<file path="src/rtl/core/arlb_pkg.sv">
// Shared types and register codes for the audio-reactive level bus.
package arlb_pkg;

    // Configuration register indexes
    localparam int CFG_IDX_W = 3;
    localparam logic [CFG_IDX_W-1:0] CFG_ENABLED         = 3'd0;
    localparam logic [CFG_IDX_W-1:0] CFG_DESKTOP_GAIN    = 3'd1;
    localparam logic [CFG_IDX_W-1:0] CFG_MICROPHONE_GAIN = 3'd2;
    localparam logic [CFG_IDX_W-1:0] CFG_BEAT_GAIN       = 3'd3;
    localparam logic [CFG_IDX_W-1:0] CFG_DECAY_FACTOR    = 3'd4;

    // Sequencer states, one per step of a tick
    typedef enum logic [3:0] {
        S_IDLE,
        S_DIN,
        S_MIN,
        S_ENVD,
        S_ENVM,
        S_BASE,
        S_BDEC,
        S_PDEC,
        S_TRANS,
        S_TMUL,
        S_TWAIT,
        S_QCLAMP,
        S_RECIP,
        S_RWAIT,
        S_CAND,
        S_OUT
    } t_state;

    // Rounding and scaling mode of the shared multiplier
    typedef enum logic [1:0] {
        MOP_QMUL,   // round half up, drop the fraction
        MOP_BEAT,   // round for the divide by five that follows
        MOP_RECIP   // reciprocal multiply, truncate
    } t_mop;

    typedef struct packed {
        logic issue;
        t_mop mode;
    } t_mul_ctl;

endpackage

</file>
<file path="src/rtl/core/arlb_cfg.sv">
// Configuration register bank of the audio-reactive level bus.
module arlb_cfg
    import arlb_pkg::*;
#(
    parameter int FRAC_BITS = 14
) (
    input  logic                   i_clk,
    input  logic                   i_rst_n,
    input  logic                   i_cfg_valid,
    input  logic [CFG_IDX_W-1:0]   i_cfg_index,
    input  logic [FRAC_BITS+2:0]   i_cfg_data,
    output logic                   o_cfg_ready,
    output logic                   o_enabled,
    output logic [FRAC_BITS+1:0]   o_desktop_gain,
    output logic [FRAC_BITS+1:0]   o_microphone_gain,
    output logic [FRAC_BITS+6:0]   o_beat_gain13,
    output logic [FRAC_BITS-1:0]   o_decay_factor
);

    localparam int GW  = FRAC_BITS + 2;
    localparam int BGW = FRAC_BITS + 3;
    localparam int OPW = FRAC_BITS + 7;

    localparam longint unsigned ONE_L   = 64'd1 << FRAC_BITS;
    localparam longint unsigned MG_RST  = (ONE_L * 6 + 2) / 5;
    localparam longint unsigned BG_RST  = (ONE_L * 9 + 2) / 5;
    localparam longint unsigned DEC_RST = (ONE_L * 82 + 50) / 100;

    logic                 r_enabled;
    logic [GW-1:0]        r_desktop_gain;
    logic [GW-1:0]        r_microphone_gain;
    logic [OPW-1:0]       r_beat_gain13;
    logic [FRAC_BITS-1:0] r_decay_factor;

    logic [OPW-1:0]       n_bg_ext;
    logic [OPW-1:0]       n_beat_gain13;

    // Keep the beat gain premultiplied by thirteen
    always_comb begin
        n_bg_ext      = OPW'(i_cfg_data[BGW-1:0]);
        n_beat_gain13 = (n_bg_ext << 3) + (n_bg_ext << 2) + n_bg_ext;
    end

    // Take register writes
    always_ff @(posedge i_clk) begin
        if (!i_rst_n) begin
            r_enabled         <= 1'b1;
            r_desktop_gain    <= GW'(ONE_L);
            r_microphone_gain <= GW'(MG_RST);
            r_beat_gain13     <= OPW'(BG_RST * 13);
            r_decay_factor    <= FRAC_BITS'(DEC_RST);
        end else if (i_cfg_valid) begin
            unique case (i_cfg_index)
                CFG_ENABLED:         r_enabled         <= i_cfg_data[0];
                CFG_DESKTOP_GAIN:    r_desktop_gain    <= i_cfg_data[GW-1:0];
                CFG_MICROPHONE_GAIN: r_microphone_gain <= i_cfg_data[GW-1:0];
                CFG_BEAT_GAIN:       r_beat_gain13     <= n_beat_gain13;
                CFG_DECAY_FACTOR:    r_decay_factor    <= i_cfg_data[FRAC_BITS-1:0];
                default: ;
            endcase
        end
    end

    assign o_cfg_ready       = 1'b1;
    assign o_enabled         = r_enabled;
    assign o_desktop_gain    = r_desktop_gain;
    assign o_microphone_gain = r_microphone_gain;
    assign o_beat_gain13     = r_beat_gain13;
    assign o_decay_factor    = r_decay_factor;

endmodule

</file>
<file path="src/rtl/core/arlb_mul.sv">
// Shared two-stage multiplier with rounding and scaling for the level bus.
module arlb_mul
    import arlb_pkg::*;
#(
    parameter int FRAC_BITS = 14
) (
    input  logic                 i_clk,
    input  logic                 i_rst_n,
    input  t_mul_ctl             i_ctl,
    input  logic [FRAC_BITS+6:0] i_a,
    input  logic [FRAC_BITS+6:0] i_b,
    output logic [FRAC_BITS+7:0] o_res
);

    localparam int OPW = FRAC_BITS + 7;
    localparam int PW  = 2 * OPW;
    localparam int RW  = FRAC_BITS + 8;
    localparam int RSH = FRAC_BITS + 9;

    localparam logic [PW:0] RND_Q = (PW + 1)'(1) << (FRAC_BITS - 1);
    localparam logic [PW:0] RND_B = (PW + 1)'(5) << (FRAC_BITS - 1);

    logic [PW-1:0] r_prod;
    t_mop          r_mode;
    logic          r_busy;
    logic [RW-1:0] r_res;

    logic [PW:0]   n_sum;
    logic [RW-1:0] n_res;

    // Stage one: raw product
    always_ff @(posedge i_clk) begin
        if (i_ctl.issue) begin
            r_prod <= PW'(i_a) * PW'(i_b);
            r_mode <= i_ctl.mode;
        end
    end

    always_ff @(posedge i_clk) begin
        if (!i_rst_n) begin
            r_busy <= 1'b0;
        end else begin
            r_busy <= i_ctl.issue;
        end
    end

    // Stage two: add the rounding term and drop the fraction, or truncate for the reciprocal
    always_comb begin
        n_sum = {1'b0, r_prod};
        n_res = '0;
        unique case (r_mode)
            MOP_QMUL: begin
                n_sum = {1'b0, r_prod} + RND_Q;
                n_res = n_sum[FRAC_BITS +: RW];
            end
            MOP_BEAT: begin
                n_sum = {1'b0, r_prod} + RND_B;
                n_res = n_sum[FRAC_BITS +: RW];
            end
            MOP_RECIP: begin
                n_res = RW'(n_sum[PW:RSH]);
            end
            default: ;
        endcase
    end

    always_ff @(posedge i_clk) begin
        if (r_busy) begin
            r_res <= n_res;
        end
    end

    assign o_res = r_res;

endmodule

</file>
<file path="src/rtl/core/audio_reactive_level_bus_core.sv">
// Top level of the audio-reactive level bus: tick sequencer and level datapath.
//
//  channel  handshake                   payload
//  input    i_in_valid / o_in_stall     i_desktop_raw, i_microphone_raw, i_pulse_strength
//  output   o_out_valid / i_out_stall   five levels, o_master_level to o_pulse_level
//  config   i_cfg_valid / o_cfg_ready   i_cfg_index, i_cfg_data
//
// A tick runs through the sequencer states in order, from its transfer to its result
// entering the output register; no new tick is taken until the last one is through,
// as nine products share one two-stage multiplier.
// Reset (synchronous, active low) clears the level state and restores default gains.
// A waiting result does not block the next tick; a tick whose result is ready
// holds until the output register is free.
module audio_reactive_level_bus_core
    import arlb_pkg::*;
#(
    parameter int FRAC_BITS = 14
) (
    input  logic                 i_clk,
    input  logic                 i_rst_n,
    input  logic                 i_in_valid,
    output logic                 o_in_stall,
    input  logic [FRAC_BITS:0]   i_desktop_raw,
    input  logic [FRAC_BITS:0]   i_microphone_raw,
    input  logic [FRAC_BITS:0]   i_pulse_strength,
    output logic                 o_out_valid,
    input  logic                 i_out_stall,
    output logic [FRAC_BITS:0]   o_master_level,
    output logic [FRAC_BITS:0]   o_desktop_level,
    output logic [FRAC_BITS:0]   o_microphone_level,
    output logic [FRAC_BITS:0]   o_beat_out,
    output logic [FRAC_BITS:0]   o_pulse_level,
    input  logic                 i_cfg_valid,
    output logic                 o_cfg_ready,
    input  logic [CFG_IDX_W-1:0] i_cfg_index,
    input  logic [FRAC_BITS+2:0] i_cfg_data
);

    localparam int LW  = FRAC_BITS + 1;
    localparam int GW  = FRAC_BITS + 2;
    localparam int BW  = FRAC_BITS + 4;
    localparam int OPW = FRAC_BITS + 7;
    localparam int RW  = FRAC_BITS + 8;

    localparam longint unsigned PMIN_L  = ((64'd5 << FRAC_BITS) + 64'd50) / 64'd100;
    localparam longint unsigned KBASE_L = ((64'd55 << FRAC_BITS) + 64'd500) / 64'd1000;
    localparam longint unsigned KBD_L   = ((64'd68 << FRAC_BITS) + 64'd50) / 64'd100;
    localparam longint unsigned RECIP_L = ((64'd1 << (FRAC_BITS + 9)) + 64'd4) / 64'd5;

    localparam logic [LW-1:0]        LVL_MAX   = LW'(3) << (FRAC_BITS - 1);
    localparam logic [LW-1:0]        PULSE_MIN = LW'(PMIN_L);
    localparam logic [FRAC_BITS-1:0] K_BASE    = FRAC_BITS'(KBASE_L);
    localparam logic [FRAC_BITS-1:0] K_BDECAY  = FRAC_BITS'(KBD_L);
    localparam logic [OPW-1:0]       K_RECIP   = OPW'(RECIP_L);
    localparam logic [BW-1:0]        BEAT_SAT  = '1;
    localparam logic [RW-1:0]        Q_CLAMP   = RW'(5) << (FRAC_BITS + 4);

    // Configuration
    logic                 cfg_enabled;
    logic [GW-1:0]        cfg_desktop_gain;
    logic [GW-1:0]        cfg_microphone_gain;
    logic [OPW-1:0]       cfg_beat_gain13;
    logic [FRAC_BITS-1:0] cfg_decay;

    // Sequencer and multiplier interface
    t_state         r_state;
    t_state         n_state;
    t_mul_ctl       mul_ctl;
    logic [OPW-1:0] mul_a;
    logic [OPW-1:0] mul_b;
    logic [RW-1:0]  mul_res;

    // Level state
    logic [LW-1:0] r_env_d;
    logic [LW-1:0] r_env_m;
    logic [LW-1:0] r_base;
    logic [BW-1:0] r_beat;
    logic [LW-1:0] r_pulse;
    logic          r_out_valid;

    // Per-tick working registers
    logic [LW-1:0]  r_raw_d;
    logic [LW-1:0]  r_raw_m;
    logic [LW-1:0]  r_din;
    logic [LW-1:0]  r_min;
    logic [LW-1:0]  r_diff;
    logic           r_up;
    logic [LW-1:0]  r_trans;
    logic [OPW-1:0] r_qc;
    logic [LW-1:0]  r_out_master;
    logic [LW-1:0]  r_out_dl;
    logic [LW-1:0]  r_out_ml;
    logic [LW-1:0]  r_out_beat;
    logic [LW-1:0]  r_out_pl;

    // Combinational helpers
    logic          slot_free;
    logic [LW-1:0] n_psc;
    logic [LW-1:0] n_scaled;
    logic [LW-1:0] n_res_lvl;
    logic [RW-1:0] n_cand;
    logic [BW-1:0] n_beat_fin;
    logic [LW-1:0] n_dl;
    logic [LW-1:0] n_ml;
    logic [LW-1:0] n_beat_o;
    logic [LW-1:0] n_master;

    arlb_cfg #(
        .FRAC_BITS (FRAC_BITS)
    ) u_cfg (
        .i_clk             (i_clk),
        .i_rst_n           (i_rst_n),
        .i_cfg_valid       (i_cfg_valid),
        .i_cfg_index       (i_cfg_index),
        .i_cfg_data        (i_cfg_data),
        .o_cfg_ready       (o_cfg_ready),
        .o_enabled         (cfg_enabled),
        .o_desktop_gain    (cfg_desktop_gain),
        .o_microphone_gain (cfg_microphone_gain),
        .o_beat_gain13     (cfg_beat_gain13),
        .o_decay_factor    (cfg_decay)
    );

    arlb_mul #(
        .FRAC_BITS (FRAC_BITS)
    ) u_mul (
        .i_clk   (i_clk),
        .i_rst_n (i_rst_n),
        .i_ctl   (mul_ctl),
        .i_a     (mul_a),
        .i_b     (mul_b),
        .o_res   (mul_res)
    );

    assign slot_free = !r_out_valid || !i_out_stall;

    // Next state
    always_comb begin
        n_state = r_state;
        unique case (r_state)
            S_IDLE:   if (i_in_valid) n_state = S_DIN;
            S_DIN:    n_state = S_MIN;
            S_MIN:    n_state = S_ENVD;
            S_ENVD:   n_state = S_ENVM;
            S_ENVM:   n_state = S_BASE;
            S_BASE:   n_state = S_BDEC;
            S_BDEC:   n_state = S_PDEC;
            S_PDEC:   n_state = S_TRANS;
            S_TRANS:  n_state = S_TMUL;
            S_TMUL:   n_state = S_TWAIT;
            S_TWAIT:  n_state = S_QCLAMP;
            S_QCLAMP: n_state = S_RECIP;
            S_RECIP:  n_state = S_RWAIT;
            S_RWAIT:  n_state = S_CAND;
            S_CAND:   n_state = S_OUT;
            S_OUT:    if (slot_free) n_state = S_IDLE;
            default:  n_state = S_IDLE;
        endcase
    end

    always_ff @(posedge i_clk) begin
        if (!i_rst_n) begin
            r_state <= S_IDLE;
        end else begin
            r_state <= n_state;
        end
    end

    // Sequencer outputs: input stall and multiplier issue
    always_comb begin
        o_in_stall    = 1'b1;
        mul_ctl.issue = 1'b0;
        mul_ctl.mode  = MOP_QMUL;
        mul_a         = '0;
        mul_b         = '0;
        unique case (r_state)
            S_IDLE: o_in_stall = 1'b0;
            S_DIN: begin
                mul_ctl.issue = 1'b1;
                mul_a         = OPW'(r_raw_d);
                mul_b         = OPW'(cfg_desktop_gain);
            end
            S_MIN: begin
                mul_ctl.issue = 1'b1;
                mul_a         = OPW'(r_raw_m);
                mul_b         = OPW'(cfg_microphone_gain);
            end
            S_ENVD: begin
                mul_ctl.issue = 1'b1;
                mul_a         = OPW'(r_env_d);
                mul_b         = OPW'(cfg_decay);
            end
            S_ENVM: begin
                mul_ctl.issue = 1'b1;
                mul_a         = OPW'(r_env_m);
                mul_b         = OPW'(cfg_decay);
            end
            S_BASE: begin
                mul_ctl.issue = 1'b1;
                mul_a         = OPW'(r_diff);
                mul_b         = OPW'(K_BASE);
            end
            S_BDEC: begin
                mul_ctl.issue = 1'b1;
                mul_a         = OPW'(r_beat);
                mul_b         = OPW'(K_BDECAY);
            end
            S_PDEC: begin
                mul_ctl.issue = 1'b1;
                mul_a         = OPW'(r_pulse);
                mul_b         = OPW'(cfg_decay);
            end
            S_TMUL: begin
                mul_ctl.issue = 1'b1;
                mul_ctl.mode  = MOP_BEAT;
                mul_a         = OPW'(r_trans);
                mul_b         = cfg_beat_gain13;
            end
            S_RECIP: begin
                mul_ctl.issue = 1'b1;
                mul_ctl.mode  = MOP_RECIP;
                mul_a         = r_qc;
                mul_b         = K_RECIP;
            end
            default: ;
        endcase
    end

    // Datapath helpers: pulse clamp, input saturation, beat candidate, result
    always_comb begin
        if (i_pulse_strength < PULSE_MIN) begin
            n_psc = PULSE_MIN;
        end else if (i_pulse_strength > LVL_MAX) begin
            n_psc = LVL_MAX;
        end else begin
            n_psc = i_pulse_strength;
        end

        n_res_lvl = mul_res[LW-1:0];
        n_scaled  = (mul_res > RW'(LVL_MAX)) ? LVL_MAX : mul_res[LW-1:0];

        n_cand     = (mul_res > RW'(r_beat)) ? mul_res : RW'(r_beat);
        n_beat_fin = (n_cand > RW'(BEAT_SAT)) ? BEAT_SAT : n_cand[BW-1:0];

        n_dl     = cfg_enabled ? r_env_d : '0;
        n_ml     = cfg_enabled ? r_env_m : '0;
        n_beat_o = (r_beat > BW'(LVL_MAX)) ? LVL_MAX : r_beat[LW-1:0];
        n_master = (n_dl > n_ml) ? n_dl : n_ml;
        if (r_pulse > n_master) begin
            n_master = r_pulse;
        end
    end

    // Level state and output handshake
    always_ff @(posedge i_clk) begin
        if (!i_rst_n) begin
            r_env_d     <= '0;
            r_env_m     <= '0;
            r_base      <= '0;
            r_beat      <= '0;
            r_pulse     <= '0;
            r_out_valid <= 1'b0;
        end else begin
            // Raise valid as a result is loaded, drop it once transferred
            if ((r_state == S_OUT) && slot_free) begin
                r_out_valid <= 1'b1;
            end else if (r_out_valid && !i_out_stall) begin
                r_out_valid <= 1'b0;
            end
            unique case (r_state)
                S_IDLE: begin
                    if (i_in_valid && (i_pulse_strength != '0) && (n_psc > r_pulse)) begin
                        r_pulse <= n_psc;
                    end
                end
                S_BASE:  r_env_d <= (r_din > n_res_lvl) ? r_din : n_res_lvl;
                S_BDEC:  r_env_m <= (r_min > n_res_lvl) ? r_min : n_res_lvl;
                S_PDEC:  r_base  <= r_up ? (r_base + n_res_lvl) : (r_base - n_res_lvl);
                S_TRANS: r_beat  <= mul_res[BW-1:0];
                S_TMUL:  r_pulse <= n_res_lvl;
                S_CAND: begin
                    if (cfg_enabled) begin
                        r_beat <= n_beat_fin;
                    end else begin
                        r_base  <= '0;
                        r_beat  <= '0;
                        r_pulse <= '0;
                    end
                end
                default: ;
            endcase
        end
    end

    // Per-tick working values and output payload
    always_ff @(posedge i_clk) begin
        unique case (r_state)
            S_IDLE: begin
                if (i_in_valid) begin
                    r_raw_d <= i_desktop_raw;
                    r_raw_m <= i_microphone_raw;
                end
            end
            S_ENVD: r_din <= n_scaled;
            S_ENVM: begin
                r_min  <= n_scaled;
                r_up   <= (r_din >= r_base);
                r_diff <= (r_din >= r_base) ? (r_din - r_base) : (r_base - r_din);
            end
            S_TRANS: r_trans <= (r_din > r_base) ? (r_din - r_base) : '0;
            S_QCLAMP: r_qc   <= (mul_res > Q_CLAMP) ? Q_CLAMP[OPW-1:0] : mul_res[OPW-1:0];
            S_OUT: begin
                if (slot_free) begin
                    r_out_master <= n_master;
                    r_out_dl     <= n_dl;
                    r_out_ml     <= n_ml;
                    r_out_beat   <= n_beat_o;
                    r_out_pl     <= r_pulse;
                end
            end
            default: ;
        endcase
    end

    assign o_out_valid        = r_out_valid;
    assign o_master_level     = r_out_master;
    assign o_desktop_level    = r_out_dl;
    assign o_microphone_level = r_out_ml;
    assign o_beat_out         = r_out_beat;
    assign o_pulse_level      = r_out_pl;

endmodule
</file>
<file path="config.mk">
export PLATFORM = sky130hd
export DESIGN_NAME = audio_reactive_level_bus_core
export DESIGN_NICKNAME = d
export VERILOG_FILES = /design/src/rtl/core/arlb_pkg.sv /design/src/rtl/core/arlb_cfg.sv /design/src/rtl/core/arlb_mul.sv /design/src/rtl/core/audio_reactive_level_bus_core.sv
export SDC_FILE = /design/constraint.sdc
export NUM_CORES = 2
export LEC_CHECK = 0
export BUFFER_PORTS_ARGS = -buffer_cell sky130_fd_sc_hd__buf_2
export CAP_MARGIN = 20
export CORE_MARGIN = 2
export CORE_UTILIZATION = 60
export CTS_BUF_LIST = sky130_fd_sc_hd__clkbuf_4 sky130_fd_sc_hd__clkbuf_8
export CTS_CLUSTER_SIZE = 25
export DETAILED_ROUTE_END_ITERATION = 8
export PLACE_DENSITY = 0.81
export REMOVE_ABC_BUFFERS = 1
export SLEW_MARGIN = 20
export SYNTH_ARGS = -nofsm -noshare
export SYNTH_HDL_FRONTEND = slang
export SYNTH_HIERARCHICAL = 1
export SYNTH_SLANG_ARGS = --single-unit
export TNS_END_PERCENT = 20
</file>
<file path="constraint.sdc">
create_clock -name i_clk -period 10.5 [get_ports i_clk]
set_input_delay 2.1 -clock i_clk [delete_from_list [all_inputs] [get_ports i_clk]]
set_output_delay 2.1 -clock i_clk [all_outputs]
set_load 0.005 [all_outputs]
</file>
==> results_dict.tcl <==
set metrics [dict create \
    drc 7 \
    vias 30512 \
    synth-main-ff-cell "edfxtp_1" \
    gp_routability_congestion 1.04 \
    cp-startpoint "r_state[3]" \
    yosysWarnings 6 \
    drv_slew 0 \
    io_pins 148 \
    synthesis.area_um2 37500 \
    design_area_um2 40500 \
    finalCritPeriodShare 0.922 \
    cts-resized-gates 0 \
    hold_viol_final 0 \
    p_leak_nw 18.2 \
    postCtsSetupBuffers 0 \
    ys_types 103 \
    power.density_nw_per_um2 106 \
    violations "design-rule violations" \
    grt_max_degree 77 \
    rsz0062_at_grt "false" \
    clk_pin_slew_ps 60 \
    placed_area_um2 38900 \
    r2r_slack_ps 820 \
    regArea_um2 10200 \
    max_freq_mhz 103 \
    postRouteAntennaNets 0 \
    cts.sink_count 392 \
    first_pass_iters 9 \
    synth_cells 3975 \
    preCtsSetupSlack_ps 1060 \
    drt_wl_total_um 109000 \
    hold_end "u_cfg/o_desktop_gain[10]" \
    viasPerCell 6.20 \
    synth-edff-count 240 \
    setup_tns_ps 0 \
    hold_path_class "reg2reg" \
    worstSkewPairLatency_ps 680 \
    path_max_fanout 25 \
    antenna_found_initial 3 \
    end_kind "register" \
    clockBufferDepth 3 \
    synth.avg_cell_area_um2 9.44 \
    cts-root-buf "clkbuf_8" \
    grt_pass1_wl_um 169000 \
    ys_seq_elements 392 \
    wire_per_inst_um 22.1 \
    layout-drive-gt1-share 0.101 \
    setup_viol 0 \
    ys_seq_area_frac 0.273 \
    die_w_um 254 \
    holdCritStartpoint "u_cfg/o_desktop_gain[10]" \
    numPortBuffers 146 \
    cp.required_ps 10910 \
    tightest_slew_ps 1090 \
    cts_hold_buf 0 \
    peakVddDrop_uv 85.7 \
    async_flop_share 0 \
    multi_input_area_um2 24500 \
    outcome "complete, but fails checks" \
    cts_tree "yes" \
    holdPathStages 2 \
    numCtsBuffers 68 \
    startpoint_type "register" \
    r2r-start "r_state[3]" \
    place_hpwl_um 81800 \
    fin_ws_ps 823 \
    min_period_ps 9680 \
    reg2reg_depth 26 \
    core-area_um2 61800 \
    slew-limit-headroom 0.272 \
    drt_iter0_drc 3347 \
    track_usage 0.343 \
    reg2reg_to "u_mul/r_prod[41]" \
    max_cap_viol_count 0 \
    grt_pass1_vias 30469 \
    nFillCells 4882 \
    cp_data_arrival_time_ps 10080 \
    num-nets-final 4784 \
    num_rows 91 \
    htreeDepth 3 \
    initial_core_util 0.607 \
    critPathKind "reg2reg" \
    grt_remaining_overflow 0 \
    die_y_um 254 \
    area_growth_pct 7.98 \
    die_area_um2 64600 \
    skew_ps 30.9 \
]
[flip-flops by register name, summed over array words and instances, names as in the netlist, 16 cells and up]
| signal | cells |
|---|---|
| u_mul/o_res | 22 |
| u_cfg/o_desktop_gain | 16 |
| r_qc | 21 |
| u_cfg/o_microphone_gain | 16 |
| r_beat | 18 |
| u_mul/r_prod | 29 |
| u_cfg/o_beat_gain13 | 21 |
[Yosys cell counts, types with 54 or more instances]
cell / n / area [um^2]
dfxtp_1: 152 / 3040
nor2_1: 126 / 473
nand3_1: 75 / 375
edfxtp_1: 240 / 7210
a21o_1: 54 / 405
o21ai_0: 129 / 646
and2_1: 325 / 2030
fa_1: 375 / 7510
mux2i_1: 65 / 651
inv_1: 516 / 1940
a21oi_1: 170 / 851
ha_1: 308 / 3850
nand2_1: 483 / 1810
clkbuf_1: 179 / 672
[area by class of cell]
cell class	count	share of cell area
repair buffers	207	0.0299
inverters	517	0.0479
flip-flops and latches	392	0.253
diodes	2	0.000124
multi-input cells	2845	0.605
well taps	837	0.0258
clock buffers	94	0.0290
clock inverters	31	0.00896
[worst max-delay path by stage]
| stage | to | cells after the start |
|---|---|---|
| after floorplan | u_mul/r_prod[32] | 27 |
| after global placement | u_mul/r_prod[32] | 28 |
| after detailed placement | u_mul/r_prod[41] | 26 |
| after CTS | u_mul/r_prod[40] | 26 |
| after global routing | u_mul/r_prod[32] | 28 |
| final | u_mul/r_prod[41] | 26 |
[worst max-delay path, cell delays in order (launching register included)]
cell      delay, ps
dfxtp_1         650
nand2b_1        400
nor3_2           80
buf_4           260
a22o_1          280
a221oi_1        550
nand3_1         880
and2_1          500
fa_1            500
fa_1            510
inv_1            60
fa_1            530
inv_1            50
fa_1            510
fa_1            440
fa_1            560
inv_1            60
fa_1            530
inv_1            40
ha_1            360
o21ai_0         130
o21bai_1        180
and2b_4         210
a21o_4          240
a211oi_1        470
o221ai_1        250
xnor2_1         160
[cells in the final DEF, fill, tap and decap left out, types with 12 or more instances in the layout]
master / count
nor2b_1: 25
a211oi_1: 16
or2_2: 12
and3_1: 34
nor2_1: 121
edfxtp_1: 240
nand3_1: 75
ha_1: 308
a21o_1: 54
a31oi_1: 16
a221o_1: 18
nor3_1: 46
and2_1: 325
a22o_1: 39
o211ai_1: 28
or3_1: 14
nand3b_1: 18
buf_2: 145
a21boi_0: 24
dfxtp_1: 152
xnor2_1: 53
a22oi_1: 32
nand2b_1: 27
clkbuf_8: 75
fa_1: 375
clkinv_2: 14
a21oi_1: 168
a221oi_1: 17
nor4_1: 13
buf_4: 61
o21ai_0: 129
xor2_1: 45
o21a_1: 25
mux2i_1: 65
nand4_1: 24
clkbuf_4: 19
nand2_1: 483
a222oi_1: 27
inv_1: 516
[cells by family (layout without fill, tap and decap cells)]
kind of cell	Yosys count	after routing	synth area share
buffers and inverters	738	849	0.0758
flip-flops	392	392	0.273
adder cells (fa/ha/maj)	683	683	0.303
AO/OA/AOI/OAI	722	722	0.136
AND/OR/NAND/NOR	1273	1273	0.171
XOR/XNOR	98	98	0.0229
multiplexers	68	68	0.0182
other	1	3	0.0000999
[layer usage]
metal  wire length (um)  global-route usage  vias to the layer above  part of all wire
met1              40300               0.424                    14662              0.37
met2              49200               0.554                     1894              0.45
li1                   -                   -                    13534                 -
met5                  0                   0                        -                 0
met3              11100              0.0613                      422              0.10
met4               8240               0.223                        0             0.076
[through the flow]
step | hold slack [ps] | total power, mW | util | instances
floorplan | 435 | 2.38 | - | 3754
global placement | 441 | 2.69 | 0.630 | 4797
CTS | 456 | 4.29 | 0.655 | 4922
detailed placement | 446 | 2.71 | 0.630 | 4797
finish | 458 | 4.31 | 0.655 | 4925
global route | 481 | 4.47 | 0.655 | 4924
[where the power goes]
group | switching (mW) | leakage, nW | internal, mW
Clock | 0.682 | 0.811 | 0.909
Combinational | 0.604 | 14.0 | 0.323
Sequential | 0.0863 | 3.40 | 1.70
(Power assumes the default switching activity.)
